**config.mk**
```make
export PLATFORM = sky130hd
export DESIGN_NAME = curve_subdivision_step_top
export DESIGN_NICKNAME = d
export VERILOG_FILES = /design/src/hdl/csub_pkg.sv /design/src/hdl/csub_front.sv /design/src/hdl/csub_back.sv /design/src/hdl/curve_subdivision_step_top.sv
export SDC_FILE = /design/constraint.sdc
export NUM_CORES = 2
export LEC_CHECK = 0
export BUFFER_PORTS_ARGS = -buffer_cell sky130_fd_sc_hd__buf_2
export CAP_MARGIN = 30
export CORE_AREA = 2 2 310 312
export DETAILED_ROUTE_END_ITERATION = 6
export DIE_AREA = 0 0 312 314
export PLACE_DENSITY = 0.7
export SLEW_MARGIN = 20
export SYNTH_ARGS = -nofsm -noshare
export SYNTH_HDL_FRONTEND = slang
export SYNTH_SLANG_ARGS = --single-unit
```
**constraint.sdc**
```tcl
create_clock -name clk_i -period 14.7 [get_ports clk_i]
set_clock_uncertainty 0.15 [all_clocks]
set_input_delay 2.205 -clock clk_i [delete_from_list [all_inputs] [get_ports clk_i]]
set_output_delay 2.205 -clock clk_i [all_outputs]
set_load 0.01 [all_outputs]
```
**src/hdl/csub_pkg.sv**
```systemverilog
`timescale 1ns / 1ps
// ----------------------------------------------------------------------------
// csub_pkg
// Types, codes and schedule tables shared by the curve subdivision step.
// ----------------------------------------------------------------------------
package csub_pkg;

  // Register index of the scheme selection register.
  localparam logic REG_SCHEME_MODE = 1'b0;

  // Scheme codes held in the mode register.
  localparam logic SCHEME_BSPLINE   = 1'b0;
  localparam logic SCHEME_FOURPOINT = 1'b1;

  // Operand slots of one job: oldest window point, the two newer window
  // points and the point just taken.
  localparam int SLOT_W0 = 0;
  localparam int SLOT_A  = 1;
  localparam int SLOT_B  = 2;
  localparam int SLOT_P  = 3;
  localparam int NUM_SLOTS = 4;

  typedef enum logic [2:0] {
    KIND_FIRST,
    KIND_BSP_SECOND,
    KIND_FP_SECOND,
    KIND_BSP,
    KIND_FP
  } csub_kind_e;

  typedef enum logic [2:0] {
    OP_P,
    OP_B,
    OP_MID,
    OP_BSP,
    OP_FM_IN,
    OP_FM_END
  } csub_op_e;

  typedef struct packed {
    csub_kind_e kind;
    logic       fin;
    logic       reflect;
  } csub_job_t;

  // Number of refined points a job produces.
  function automatic logic [2:0] run_length(csub_kind_e kind, logic fin);
    logic [2:0] n;
    begin
      unique case (kind)
        KIND_FIRST:      n = 3'd1;
        KIND_BSP_SECOND: n = 3'd1;
        KIND_FP_SECOND:  n = 3'd2;
        KIND_BSP:        n = fin ? 3'd3 : 3'd2;
        KIND_FP:         n = fin ? 3'd4 : 3'd2;
        default:         n = 3'd1;
      endcase
      return n;
    end
  endfunction

  // Operation that yields result number idx of a job.
  function automatic csub_op_e run_op(csub_kind_e kind, logic fin, logic [1:0] idx);
    csub_op_e op;
    begin
      op = OP_P;
      unique case (kind)
        KIND_FIRST:      op = OP_P;
        KIND_BSP_SECOND: op = fin ? OP_P : OP_MID;
        KIND_FP_SECOND:  op = (idx == 2'd0) ? OP_MID : OP_P;
        KIND_BSP: begin
          case (idx)
            2'd0:    op = OP_BSP;
            2'd1:    op = OP_MID;
            default: op = OP_P;
          endcase
        end
        KIND_FP: begin
          case (idx)
            2'd0:    op = OP_FM_IN;
            2'd1:    op = OP_B;
            2'd2:    op = OP_FM_END;
            default: op = OP_P;
          endcase
        end
        default: op = OP_P;
      endcase
      return op;
    end
  endfunction

endpackage

```
**src/hdl/csub_front.sv**
```systemverilog
`timescale 1ns / 1ps
// ----------------------------------------------------------------------------
// csub_front
// Takes control points, keeps the three point window and the point count,
// classifies each point into a job and queues it for the back end.
// ----------------------------------------------------------------------------
module csub_front
  import csub_pkg::*;
#(
  parameter int COORD_WIDTH = 24
) (
  input  logic                          clk_i,
  input  logic                          rst_ni,
  input  logic                          scheme_i,
  input  logic                          in_valid_i,
  output logic                          in_stall_o,
  input  logic signed [COORD_WIDTH-1:0] point_x_i,
  input  logic signed [COORD_WIDTH-1:0] point_y_i,
  input  logic                          final_point_i,
  output logic                          job_valid_o,
  output csub_job_t                     job_o,
  output logic signed [COORD_WIDTH-1:0] job_x_o [NUM_SLOTS],
  output logic signed [COORD_WIDTH-1:0] job_y_o [NUM_SLOTS],
  input  logic                          job_pop_i
);

  localparam int QDepth = 2;

  logic signed [COORD_WIDTH-1:0] win_x_q [3];
  logic signed [COORD_WIDTH-1:0] win_y_q [3];
  logic [1:0] seen_q, seen_d;

  // Job queue storage and pointers.
  csub_job_t                     qjob_q [QDepth];
  logic signed [COORD_WIDTH-1:0] qx_q   [QDepth][NUM_SLOTS];
  logic signed [COORD_WIDTH-1:0] qy_q   [QDepth][NUM_SLOTS];
  logic       wr_ptr_q, rd_ptr_q;
  logic [1:0] cnt_q, cnt_d;

  logic      accept;
  logic      push;
  csub_job_t new_job;

  assign in_stall_o = (cnt_q == 2'(QDepth));
  assign accept     = in_valid_i && !in_stall_o;

  always_comb begin
    new_job.fin     = final_point_i;
    new_job.reflect = (seen_q == 2'd2);
    new_job.kind    = KIND_FIRST;
    push            = accept;
    unique case (seen_q)
      2'd0: new_job.kind = KIND_FIRST;
      2'd1: begin
        if (scheme_i == SCHEME_FOURPOINT) begin
          new_job.kind = KIND_FP_SECOND;
          // A second point that does not end the curve has nothing final yet.
          push = accept && final_point_i;
        end else begin
          new_job.kind = KIND_BSP_SECOND;
        end
      end
      default: new_job.kind = (scheme_i == SCHEME_FOURPOINT) ? KIND_FP : KIND_BSP;
    endcase
  end

  always_comb begin
    cnt_d = cnt_q;
    if (push && !job_pop_i) begin
      cnt_d = cnt_q + 2'd1;
    end else if (!push && job_pop_i) begin
      cnt_d = cnt_q - 2'd1;
    end
  end

  always_comb begin
    seen_d = seen_q;
    if (final_point_i) begin
      seen_d = 2'd0;
    end else if (seen_q != 2'd3) begin
      seen_d = seen_q + 2'd1;
    end
  end

  always_ff @(posedge clk_i or negedge rst_ni) begin
    if (!rst_ni) begin
      cnt_q    <= '0;
      wr_ptr_q <= 1'b0;
      rd_ptr_q <= 1'b0;
      seen_q   <= '0;
      for (int i = 0; i < 3; i++) begin
        win_x_q[i] <= '0;
        win_y_q[i] <= '0;
      end
    end else begin
      cnt_q <= cnt_d;
      if (push) begin
        wr_ptr_q <= ~wr_ptr_q;
      end
      if (job_pop_i) begin
        rd_ptr_q <= ~rd_ptr_q;
      end
      if (accept) begin
        seen_q <= seen_d;
        if (final_point_i) begin
          for (int i = 0; i < 3; i++) begin
            win_x_q[i] <= '0;
            win_y_q[i] <= '0;
          end
        end else begin
          win_x_q[0] <= win_x_q[1];
          win_y_q[0] <= win_y_q[1];
          win_x_q[1] <= win_x_q[2];
          win_y_q[1] <= win_y_q[2];
          win_x_q[2] <= point_x_i;
          win_y_q[2] <= point_y_i;
        end
      end
    end
  end

  always_ff @(posedge clk_i) begin
    if (push) begin
      qjob_q[wr_ptr_q]          <= new_job;
      qx_q[wr_ptr_q][SLOT_W0]   <= win_x_q[0];
      qx_q[wr_ptr_q][SLOT_A]    <= win_x_q[1];
      qx_q[wr_ptr_q][SLOT_B]    <= win_x_q[2];
      qx_q[wr_ptr_q][SLOT_P]    <= point_x_i;
      qy_q[wr_ptr_q][SLOT_W0]   <= win_y_q[0];
      qy_q[wr_ptr_q][SLOT_A]    <= win_y_q[1];
      qy_q[wr_ptr_q][SLOT_B]    <= win_y_q[2];
      qy_q[wr_ptr_q][SLOT_P]    <= point_y_i;
    end
  end

  assign job_valid_o = (cnt_q != 2'd0);
  assign job_o       = qjob_q[rd_ptr_q];
  assign job_x_o     = qx_q[rd_ptr_q];
  assign job_y_o     = qy_q[rd_ptr_q];

endmodule

```
**src/hdl/csub_back.sv**
```systemverilog
`timescale 1ns / 1ps
// ----------------------------------------------------------------------------
// csub_back
// Walks each queued job one refined point per cycle unless the output stalls,
// evaluates the mask and saturates the result into the output register.
// ----------------------------------------------------------------------------
module csub_back
  import csub_pkg::*;
#(
  parameter int COORD_WIDTH = 24
) (
  input  logic                          clk_i,
  input  logic                          rst_ni,
  input  logic                          job_valid_i,
  input  csub_job_t                     job_i,
  input  logic signed [COORD_WIDTH-1:0] job_x_i [NUM_SLOTS],
  input  logic signed [COORD_WIDTH-1:0] job_y_i [NUM_SLOTS],
  output logic                          job_pop_o,
  output logic                          out_valid_o,
  input  logic                          out_stall_i,
  output logic signed [COORD_WIDTH-1:0] out_x_o,
  output logic signed [COORD_WIDTH-1:0] out_y_o,
  output logic                          last_of_run_o,
  output logic                          curve_end_o
);

  // Five guard bits cover the largest four-point sum with a reflected end.
  localparam int EW = COORD_WIDTH + 5;

  function automatic logic signed [COORD_WIDTH-1:0] calc(
    csub_op_e                      op,
    logic signed [COORD_WIDTH-1:0] w0,
    logic signed [COORD_WIDTH-1:0] a,
    logic signed [COORD_WIDTH-1:0] b,
    logic signed [COORD_WIDTH-1:0] p,
    logic                          reflect
  );
    logic signed [EW-1:0] ew0, ea, eb, ep, z, r, s, q;
    begin
      ew0 = EW'(w0);
      ea  = EW'(a);
      eb  = EW'(b);
      ep  = EW'(p);
      z   = reflect ? ((ea <<< 1) - eb) : ew0;
      r   = (ep <<< 1) - eb;
      s   = '0;
      case (op)
        OP_P:   q = ep;
        OP_B:   q = eb;
        OP_MID: begin
          s = eb + ep;
          q = s >>> 1;
        end
        OP_BSP: begin
          s = ea + (eb <<< 2) + (eb <<< 1) + ep;
          q = s >>> 3;
        end
        OP_FM_IN: begin
          s = (ea <<< 3) + ea + (eb <<< 3) + eb - z - ep;
          q = s >>> 4;
        end
        OP_FM_END: begin
          s = (eb <<< 3) + eb + (ep <<< 3) + ep - ea - r;
          q = s >>> 4;
        end
        default: q = ep;
      endcase
      if (q[EW-1:COORD_WIDTH-1] == {(EW-COORD_WIDTH+1){q[EW-1]}}) begin
        return q[COORD_WIDTH-1:0];
      end else if (q[EW-1]) begin
        return {1'b1, {(COORD_WIDTH-1){1'b0}}};
      end else begin
        return {1'b0, {(COORD_WIDTH-1){1'b1}}};
      end
    end
  endfunction

  logic [1:0] idx_q, idx_d;
  logic       valid_q, valid_d;
  logic       load;
  logic       last;
  csub_op_e   op;
  logic [2:0] len;

  logic signed [COORD_WIDTH-1:0] x_q, y_q;
  logic                          last_q, end_q;

  assign op   = run_op(job_i.kind, job_i.fin, idx_q);
  assign len  = run_length(job_i.kind, job_i.fin);
  assign last = ({1'b0, idx_q} == (len - 3'd1));

  // The output register takes a new point when it is empty or being drained.
  assign load      = job_valid_i && (!valid_q || !out_stall_i);
  assign job_pop_o = load && last;

  always_comb begin
    idx_d = idx_q;
    if (load) begin
      idx_d = last ? 2'd0 : idx_q + 2'd1;
    end
    valid_d = valid_q;
    if (load) begin
      valid_d = 1'b1;
    end else if (!out_stall_i) begin
      valid_d = 1'b0;
    end
  end

  always_ff @(posedge clk_i or negedge rst_ni) begin
    if (!rst_ni) begin
      idx_q   <= '0;
      valid_q <= 1'b0;
    end else begin
      idx_q   <= idx_d;
      valid_q <= valid_d;
    end
  end

  always_ff @(posedge clk_i) begin
    if (load) begin
      x_q    <= calc(op, job_x_i[SLOT_W0], job_x_i[SLOT_A], job_x_i[SLOT_B],
                     job_x_i[SLOT_P], job_i.reflect);
      y_q    <= calc(op, job_y_i[SLOT_W0], job_y_i[SLOT_A], job_y_i[SLOT_B],
                     job_y_i[SLOT_P], job_i.reflect);
      last_q <= last;
      end_q  <= last && job_i.fin;
    end
  end

  assign out_valid_o   = valid_q;
  assign out_x_o       = x_q;
  assign out_y_o       = y_q;
  assign last_of_run_o = last_q;
  assign curve_end_o   = end_q;

endmodule

```
**src/hdl/curve_subdivision_step_top.sv**
```systemverilog
`timescale 1ns / 1ps
// ----------------------------------------------------------------------------
// curve_subdivision_step_top
// One level of open-curve subdivision (cubic B-spline or four-point) on a
// stream of signed fixed-point control points.
// ----------------------------------------------------------------------------
//  Channel   Direction  Handshake              Payload
//  input     in         in_valid_i/in_stall_o  point_x_i, point_y_i, final_point_i
//  output    out        out_valid_o/out_stall_i out_x_o, out_y_o, last_of_run_o,
//                                              curve_end_o
//  config    in         APB psel/penable       scheme_mode at byte address 0
//
// A point is accepted in any cycle the two-entry job queue has room.
// Results leave at one per cycle through a single output register while
// out_stall_i is low; an interior point gives two results, a final one up to four.
// Reset clears the window, the point count, the queue and the mode; no
// clearing pass is needed. A stalled output only holds the input side once
// the job queue is full.
// ----------------------------------------------------------------------------
module curve_subdivision_step_top
  import csub_pkg::*;
#(
  parameter int COORD_WIDTH = 24
) (
  input  logic                          clk_i,
  input  logic                          rst_ni,
  input  logic                          psel,
  input  logic                          penable,
  input  logic                          pwrite,
  input  logic [2:0]                    paddr,
  input  logic [31:0]                   pwdata,
  output logic [31:0]                   prdata,
  output logic                          pready,
  input  logic                          in_valid_i,
  output logic                          in_stall_o,
  input  logic signed [COORD_WIDTH-1:0] point_x_i,
  input  logic signed [COORD_WIDTH-1:0] point_y_i,
  input  logic                          final_point_i,
  output logic                          out_valid_o,
  input  logic                          out_stall_i,
  output logic signed [COORD_WIDTH-1:0] out_x_o,
  output logic signed [COORD_WIDTH-1:0] out_y_o,
  output logic                          last_of_run_o,
  output logic                          curve_end_o
);

  logic mode_q;
  logic cfg_write;

  logic                          job_valid;
  csub_job_t                     job;
  logic signed [COORD_WIDTH-1:0] job_x [NUM_SLOTS];
  logic signed [COORD_WIDTH-1:0] job_y [NUM_SLOTS];
  logic                          job_pop;

  assign pready    = 1'b1;
  assign cfg_write = psel && penable && pwrite && pready;

  always_ff @(posedge clk_i or negedge rst_ni) begin
    if (!rst_ni) begin
      mode_q <= SCHEME_BSPLINE;
    end else if (cfg_write && (paddr[2] == REG_SCHEME_MODE)) begin
      mode_q <= pwdata[0];
    end
  end

  assign prdata = (paddr[2] == REG_SCHEME_MODE) ? {31'd0, mode_q} : 32'd0;

  csub_front #(
    .COORD_WIDTH(COORD_WIDTH)
  ) u_front (
    .clk_i        (clk_i),
    .rst_ni       (rst_ni),
    .scheme_i     (mode_q),
    .in_valid_i   (in_valid_i),
    .in_stall_o   (in_stall_o),
    .point_x_i    (point_x_i),
    .point_y_i    (point_y_i),
    .final_point_i(final_point_i),
    .job_valid_o  (job_valid),
    .job_o        (job),
    .job_x_o      (job_x),
    .job_y_o      (job_y),
    .job_pop_i    (job_pop)
  );

  csub_back #(
    .COORD_WIDTH(COORD_WIDTH)
  ) u_back (
    .clk_i        (clk_i),
    .rst_ni       (rst_ni),
    .job_valid_i  (job_valid),
    .job_i        (job),
    .job_x_i      (job_x),
    .job_y_i      (job_y),
    .job_pop_o    (job_pop),
    .out_valid_o  (out_valid_o),
    .out_stall_i  (out_stall_i),
    .out_x_o      (out_x_o),
    .out_y_o      (out_y_o),
    .last_of_run_o(last_of_run_o),
    .curve_end_o  (curve_end_o)
  );

  // The end of a curve is always the last point of its run.
  a_end_is_last: assert property (@(posedge clk_i) disable iff (!rst_ni)
    out_valid_o && curve_end_o |-> last_of_run_o)
    else $error("curve_end without last_of_run");

  // The back end only retires a job that the queue actually holds.
  a_pop_has_job: assert property (@(posedge clk_i) disable iff (!rst_ni)
    job_pop |-> job_valid)
    else $error("job popped from an empty queue");

  // The mode register changes only through a register write.
  a_mode_stable: assert property (@(posedge clk_i) disable iff (!rst_ni)
    !cfg_write |=> $stable(mode_q))
    else $error("scheme mode changed without a write");

endmodule
```
# After elaboration in Yosys (flattened, before gate mapping)
# Memory sizes are Yosys's and may differ from the RTL's.
# Index checks and enable logic that the tools add are counted.
# Widths: inputs -> output; s select.
# op_classes
n_addsub	37
multipliers	0
div_mod_pow	0
magnitude_cmp	0
n_eq_ne	19
n_shift	0
muxes	35
bitwise	3
n_reduce_logical	22
# ops
operator	n
$pmux 29 s5	2
$add 29x24->29	6
$mux 72	2
$add 28x27->29	4
$mux 29	4
$sub 29x24->29	4
$sub 29x29->29	4
$add 27x24->28	4
$sub 25x24->26	4
$mux 24	4
$add 27x25->28	2
$add 24x26->27	2
$add 24x24->25	2
$pmux 3 s3	2
$mux 2	8
$eq 3x2->1 const B	4
$pmux 3 s4	1
$eq 5x5->1	2
$logic_and 1x1->1	10
$eq 3x3->1 const B	3
$mux 1	8
$add 2x1->2 const B	3
$eq 2x2->1 const B	3
$eq 3x1->1 const B	2
15 further kinds	26
# word_totals
register_bits	204
latchBits	0
ram_bits	394
romBits	0
output_inout_bits	85
wordCells	136
n_memories	3
# memory_table
name	words	width	read_ports	rd_ports_with_merged_regs	wr	line_no	source
u_front.qx_q	2	96	1	0	1	csub_front.sv:35	logic signed [COORD_WIDTH-1:0] qx_q [QDepth][NUM_SLOTS];
u_front.qy_q	2	96	1	0	1	csub_front.sv:36	logic signed [COORD_WIDTH-1:0] qy_q [QDepth][NUM_SLOTS];
u_front.qjob_q	2	5	1	0	1	csub_front.sv:34	csub_job_t qjob_q [QDepth];

# Logic depth before layout (Yosys ltp)
# logic_depth
depth_word	10
ltp_mapped	41
ltp_nobuf	32

# Modules after synthesis
# Synthesis repeated with hierarchy kept, for this count alone.
# unflattened
hier_cells	4573
area_unflattened_um2	51075.2
# by_module_without_submodules
module	n_inst	cells_per_inst	area_per_inst_um2
csub_back	1	3415	29716.0
csub_front	1	1120	21057.7
curve_subdivision_step_top	1	38	301.5

# Worst setup path before layout
# OpenSTA, ideal clock, no wires.
# synth_path
path_kind	in2reg
start	in final_point_i
end	mem u_front.qjob_q[0][0] in the netlist's numbering (enable)
setup_time_ns	0.758
t_arrival_ns	10.778
path_slack_ns	3.014
path_stages	3
n_path_buf	1
path_cell_list	clkbuf_1 > o211ai_1 > nor2_1
# synth_via
elab_chain_len	5
# synth_lines
element	line_no	source
start: declaration	curve_subdivision_step_top.sv:38	input logic final_point_i,
$logic_and 1x1->1	csub_front.sv:58	push = accept && final_point_i;
$mux 1	csub_front.sv:55	if (scheme_i == SCHEME_FOURPOINT) begin
$mux 1	csub_front.sv:52	unique case (seen_q)
$mux 1	csub_front.sv:123	if (push) begin
$mux 1 (implied by the code)	csub_front.sv:124	qjob_q[wr_ptr_q] <= new_job;
end: declaration	csub_front.sv:34	
# No other way between the ends.

# Worst setup path after layout
# layout_path
start	reg u_front.rd_ptr_q
end	reg u_back.y_q[10], in the netlist u_back.out_y_o[10], data pin
# layout_via
elab_chain_len	10
word_cells_on_any_way	35
classes_between	add/sub (16); eq/ne (10); mux (7); memory (2)
# layout_lines
element	line_no	source
start: declaration	csub_front.sv:37	logic wr_ptr_q, rd_ptr_q;
start signal: assignment	csub_front.sv:101	rd_ptr_q <= ~rd_ptr_q;
$mem_v2 2x96	n/a	
$add 27x24->28 (on tied branches)	csub_back.sv:63, csub_back.sv:59	
$add 28x27->29 (on tied branches)	csub_back.sv:63, csub_back.sv:59	
$add 29x24->29 (on tied branches)	csub_back.sv:63, csub_back.sv:59	
$sub 29x24->29 / $sub 29x29->29 (equally long branches)	csub_back.sv:63, csub_back.sv:59	
$sub 29x29->29 / $sub 29x24->29 (equally long branches)	csub_back.sv:63, csub_back.sv:59	
$pmux 29 s5 *	csub_back.sv:47	case (op)
$mux 29 *	csub_back.sv:120	if (load) begin
$eq 5x5->1 / $mux 24 (equally long branches)	csub_back.sv:68, csub_back.sv:70	
$mux 24 *	csub_back.sv:68	if (q[EW-1:COORD_WIDTH-1] == {(EW-COORD_WIDTH+1){q[EW-1]}}) begin
end signal: assignment	csub_back.sv:123	y_q <= calc(op, job_y_i[SLOT_W0], job_y_i[SLOT_A], job_y_i[SLOT_B],
end: declaration	csub_back.sv:85	logic signed [COORD_WIDTH-1:0] x_q, y_q;
# Mark *: on every way between the ends. The rest lies on a longest branch, timed or not. The select of a mux whose other input is x is not followed.
# A chain may end at the register's enable or synchronous reset.

==> reports/results.ini <==
[global_route]
grt_first_pass_wirelength_um = 219100
grt_pass1_vias = 37170
grt.total_usage = 0.2905
antenna_found_initial = 10
grt_max_degree = 89
globalRouteOverflowTotal = 0

[timing]
setup_violations = 0
hold_viol = 0
rsz0062_at_grt = no
slew_violations = 0
relSlewSlack = 0.3230
setup_tns_ns = 0
clock.fmax_mhz = 86.19
setup_slack_ns = 3.097
fin_crit_ns = 11.60
worstMarginPinSlew_ns = 1.005
period_share = 0.7893

[routing]
via_count = 37570
first_iter_violations = 3469
drc = 0
top_layer = met5
wl_met1_um = 65020
wl_met3_um = 11310
viasPerCell = 5.852
wirelength_um = 141500
dr.pass1.iters = 7
wire_per_inst_um = 22.03
ant_nets = 0
dr_wl_met2_um = 62040

[floorplanning]
dieArea_sq_um = 97970
die_x_um = 312
start_util = 0.5465
core_sq_um = 94450
row_count = 113
die_y_um = 314
pin_count = 176

[worst_setup_path]
worst-setup-path-type = flop to flop
endpoint_kind = flop
arrival_ns = 11.82
cpMaxStageDelayCell = a221oi_1
required_ns = 14.92
cpPeakStageDelay_ns = 0.83
start_kind = flop
critical_path_peak_fanout = 49

[clocking]
clkSinkCount = 598
post_cts_buffers = 0
htreeDepth = 2
numCtsBuffers = 61
clkSlewWorstSetupHoldPaths_ns = 0.07
clockBufferDepth = 3
holdBufCountCts = 0
cts-resized-gates = 0
cts_tree = done
clkLatencyLatePin_ns = 0.67
cts_root_buf = clkbuf_16

[finish]
post_route_cells_drive_above_1_share = 0.08112
n_fill_cell = 8045
area.growth.synth_to_final_pct = 8.259
instances_no_fill = 6420
fin_nets = 6029
utilization = 0.5917

[placement]
post-place-ws_ns = 3.149
place_inst = 6304
portBuffers = 110
place.gp.congestion = 0.9307
hpwl_um = 107600

[yosys]
yosys_register_bits = 598
synthFlopType = edfxtp_1
synth_largest_area_cell = edfxtp_1
syn_inst = 4989
ys_types = 98
yosysSeqAreaShare = 0.3330
synth-edff-count = 444
async_reset_ff_frac = 0.2575
yosysWarnings = 0
avgSynthCellArea_sq_um = 10.35
synth_area_leaders = edfxtp_1 (26%), fa_1 (18%), ha_1 (9.2%), dfrtp_1 (7.5%), inv_1 (4.7%)
synth_top_area_frac = 0.2583
synth_area_sq_um = 51620

[status]
status = complete, no violations

[min_path]
hold_path_class = flop to flop

[job]
cap_violations = 0

[metrics by stage]
step	hold slack, ns	area (sq um)
floorplan	0.2919	51730
global placement	0.2961	53700
detailed placement	0.3032	53770
CTS	0.3160	55870
global route	0.3260	55870
finish	0.3151	55880
[critical path, delay by kind of cell, from the launching register on]
kind | cells | cell delay [ns]
AOI/OAI and AO/OA | 15 | 5.49
adders and majority gates | 5 | 2.27
buffers and inverters | 5 | 1.27
muxes | 3 | 0.90
DFF | 1 | 0.55
and+or+nand+nor | 2 | 0.42
xor gates and xnor gates | 1 | 0.16
[placed cells by master (no fill, tap or decap), drive strengths merged, types with 87 or more instances in the layout]
cell type,Yosys,routed
nor2,227,227
mux2i,146,146
clkbuf,111,87
inv,646,646
edfxtp,444,444
dfrtp,154,154
xnor2,185,185
nand2b,181,181
xor2,118,118
buf,58,189
o21ai,413,413
a21o,124,124
fa,454,454
a21oi,287,287
ha,381,381
nand2,317,317
[cells by family after synthesis]
group,after synthesis,share of synthesized area
compound gates,1196,0.1457
simple gates,1040,0.09837
fa+ha+maj,835,0.2684
buf+inv,815,0.06268
flops,598,0.3330
xor+xnor,303,0.05141
mux,200,0.04031
other cells,2,0.0001455
[cell usage after synthesis (all sizes together), types with 40 or more instances]
master and number:
o21ai 413, fa 454, nor2b 45, ha 381
buf 58, inv 646, xnor2 185, dfrtp 154
nand2 317, nand2b 181, xor2 118, a21o 124
clkbuf 111, o21a 40, mux2i 146, nor2 227
nor3 61, a21oi 287, mux2 54, nand3 74
edfxtp 444, a211oi 40
[area by class of cell]
| type | instances | area, sq um | share of cell area |
|---|---|---|---|
| multi-input combinational | 3606 | 31380 | 0.5616 |
| sequential | 598 | 17190 | 0.3076 |
| inverter | 646 | 2425 | 0.04339 |
| clock buffer | 86 | 1772 | 0.03171 |
| tap | 1265 | 1583 | 0.02832 |
| timing repair buffer | 190 | 1192 | 0.02134 |
| clock inverter | 27 | 331.6 | 0.005934 |
| antenna | 2 | 5.005 | 0.00008956 |
[flip-flops by register name, summed over array words and instances, names as in the netlist]
| register | flops |
|---|---|
| u_front.win_x_q | 72 |
| u_back.out_y_o | 24 |
| u_back.out_x_o | 24 |
| u_front.win_y_q | 72 |
| u_front.qjob_q | 10 |
| u_front.wr_ptr_q | 1 |
| u_front.rd_ptr_q | 1 |
| u_front.qx_q | 192 |
| u_back.curve_end_o | 1 |
| mode_q | 1 |
| u_front.seen_q | 2 |
| u_back.idx_q | 2 |
| u_back.out_valid_o | 1 |
| u_back.last_of_run_o | 1 |
| u_front.cnt_q | 2 |
| u_front.qy_q | 192 |
[routing by layer]
metal	vias up	track usage
li1	17440	-
met1	18680	0.4380
met2	1267	0.4421
met3	174	0.04796
met4	4	0.06425
met5	-	0
[final timing paths]
kind / from / endpoint / slack [ns] / cells past startpoint
max: u_front.rd_ptr_q$_DFFE_PN0P_ / u_back.out_y_o[10]$_DFFE_PP_ / 3.10 / 31
min: u_front.win_y_q[71]$_DFFE_PN0P_ / u_front.qy_q[0][95]$_DFFE_PP_ / 0.32 / 0
max reg2reg: u_front.rd_ptr_q$_DFFE_PN0P_ / u_back.out_y_o[10]$_DFFE_PP_ / 3.10 / 31
min reg2reg: u_front.win_y_q[71]$_DFFE_PN0P_ / u_front.qy_q[0][95]$_DFFE_PP_ / 0.32 / 0
max in group asynchronous: rst_ni / u_front.win_y_q[12]$_DFFE_PN0P_ / 11.12 / 3
min in group asynchronous: rst_ni / u_front.win_x_q[20]$_DFFE_PN0P_ / 1.36 / 1
Power is not shown: default switching activity piles up to over one toggle a cycle in this logic, so the estimate is an artifact.
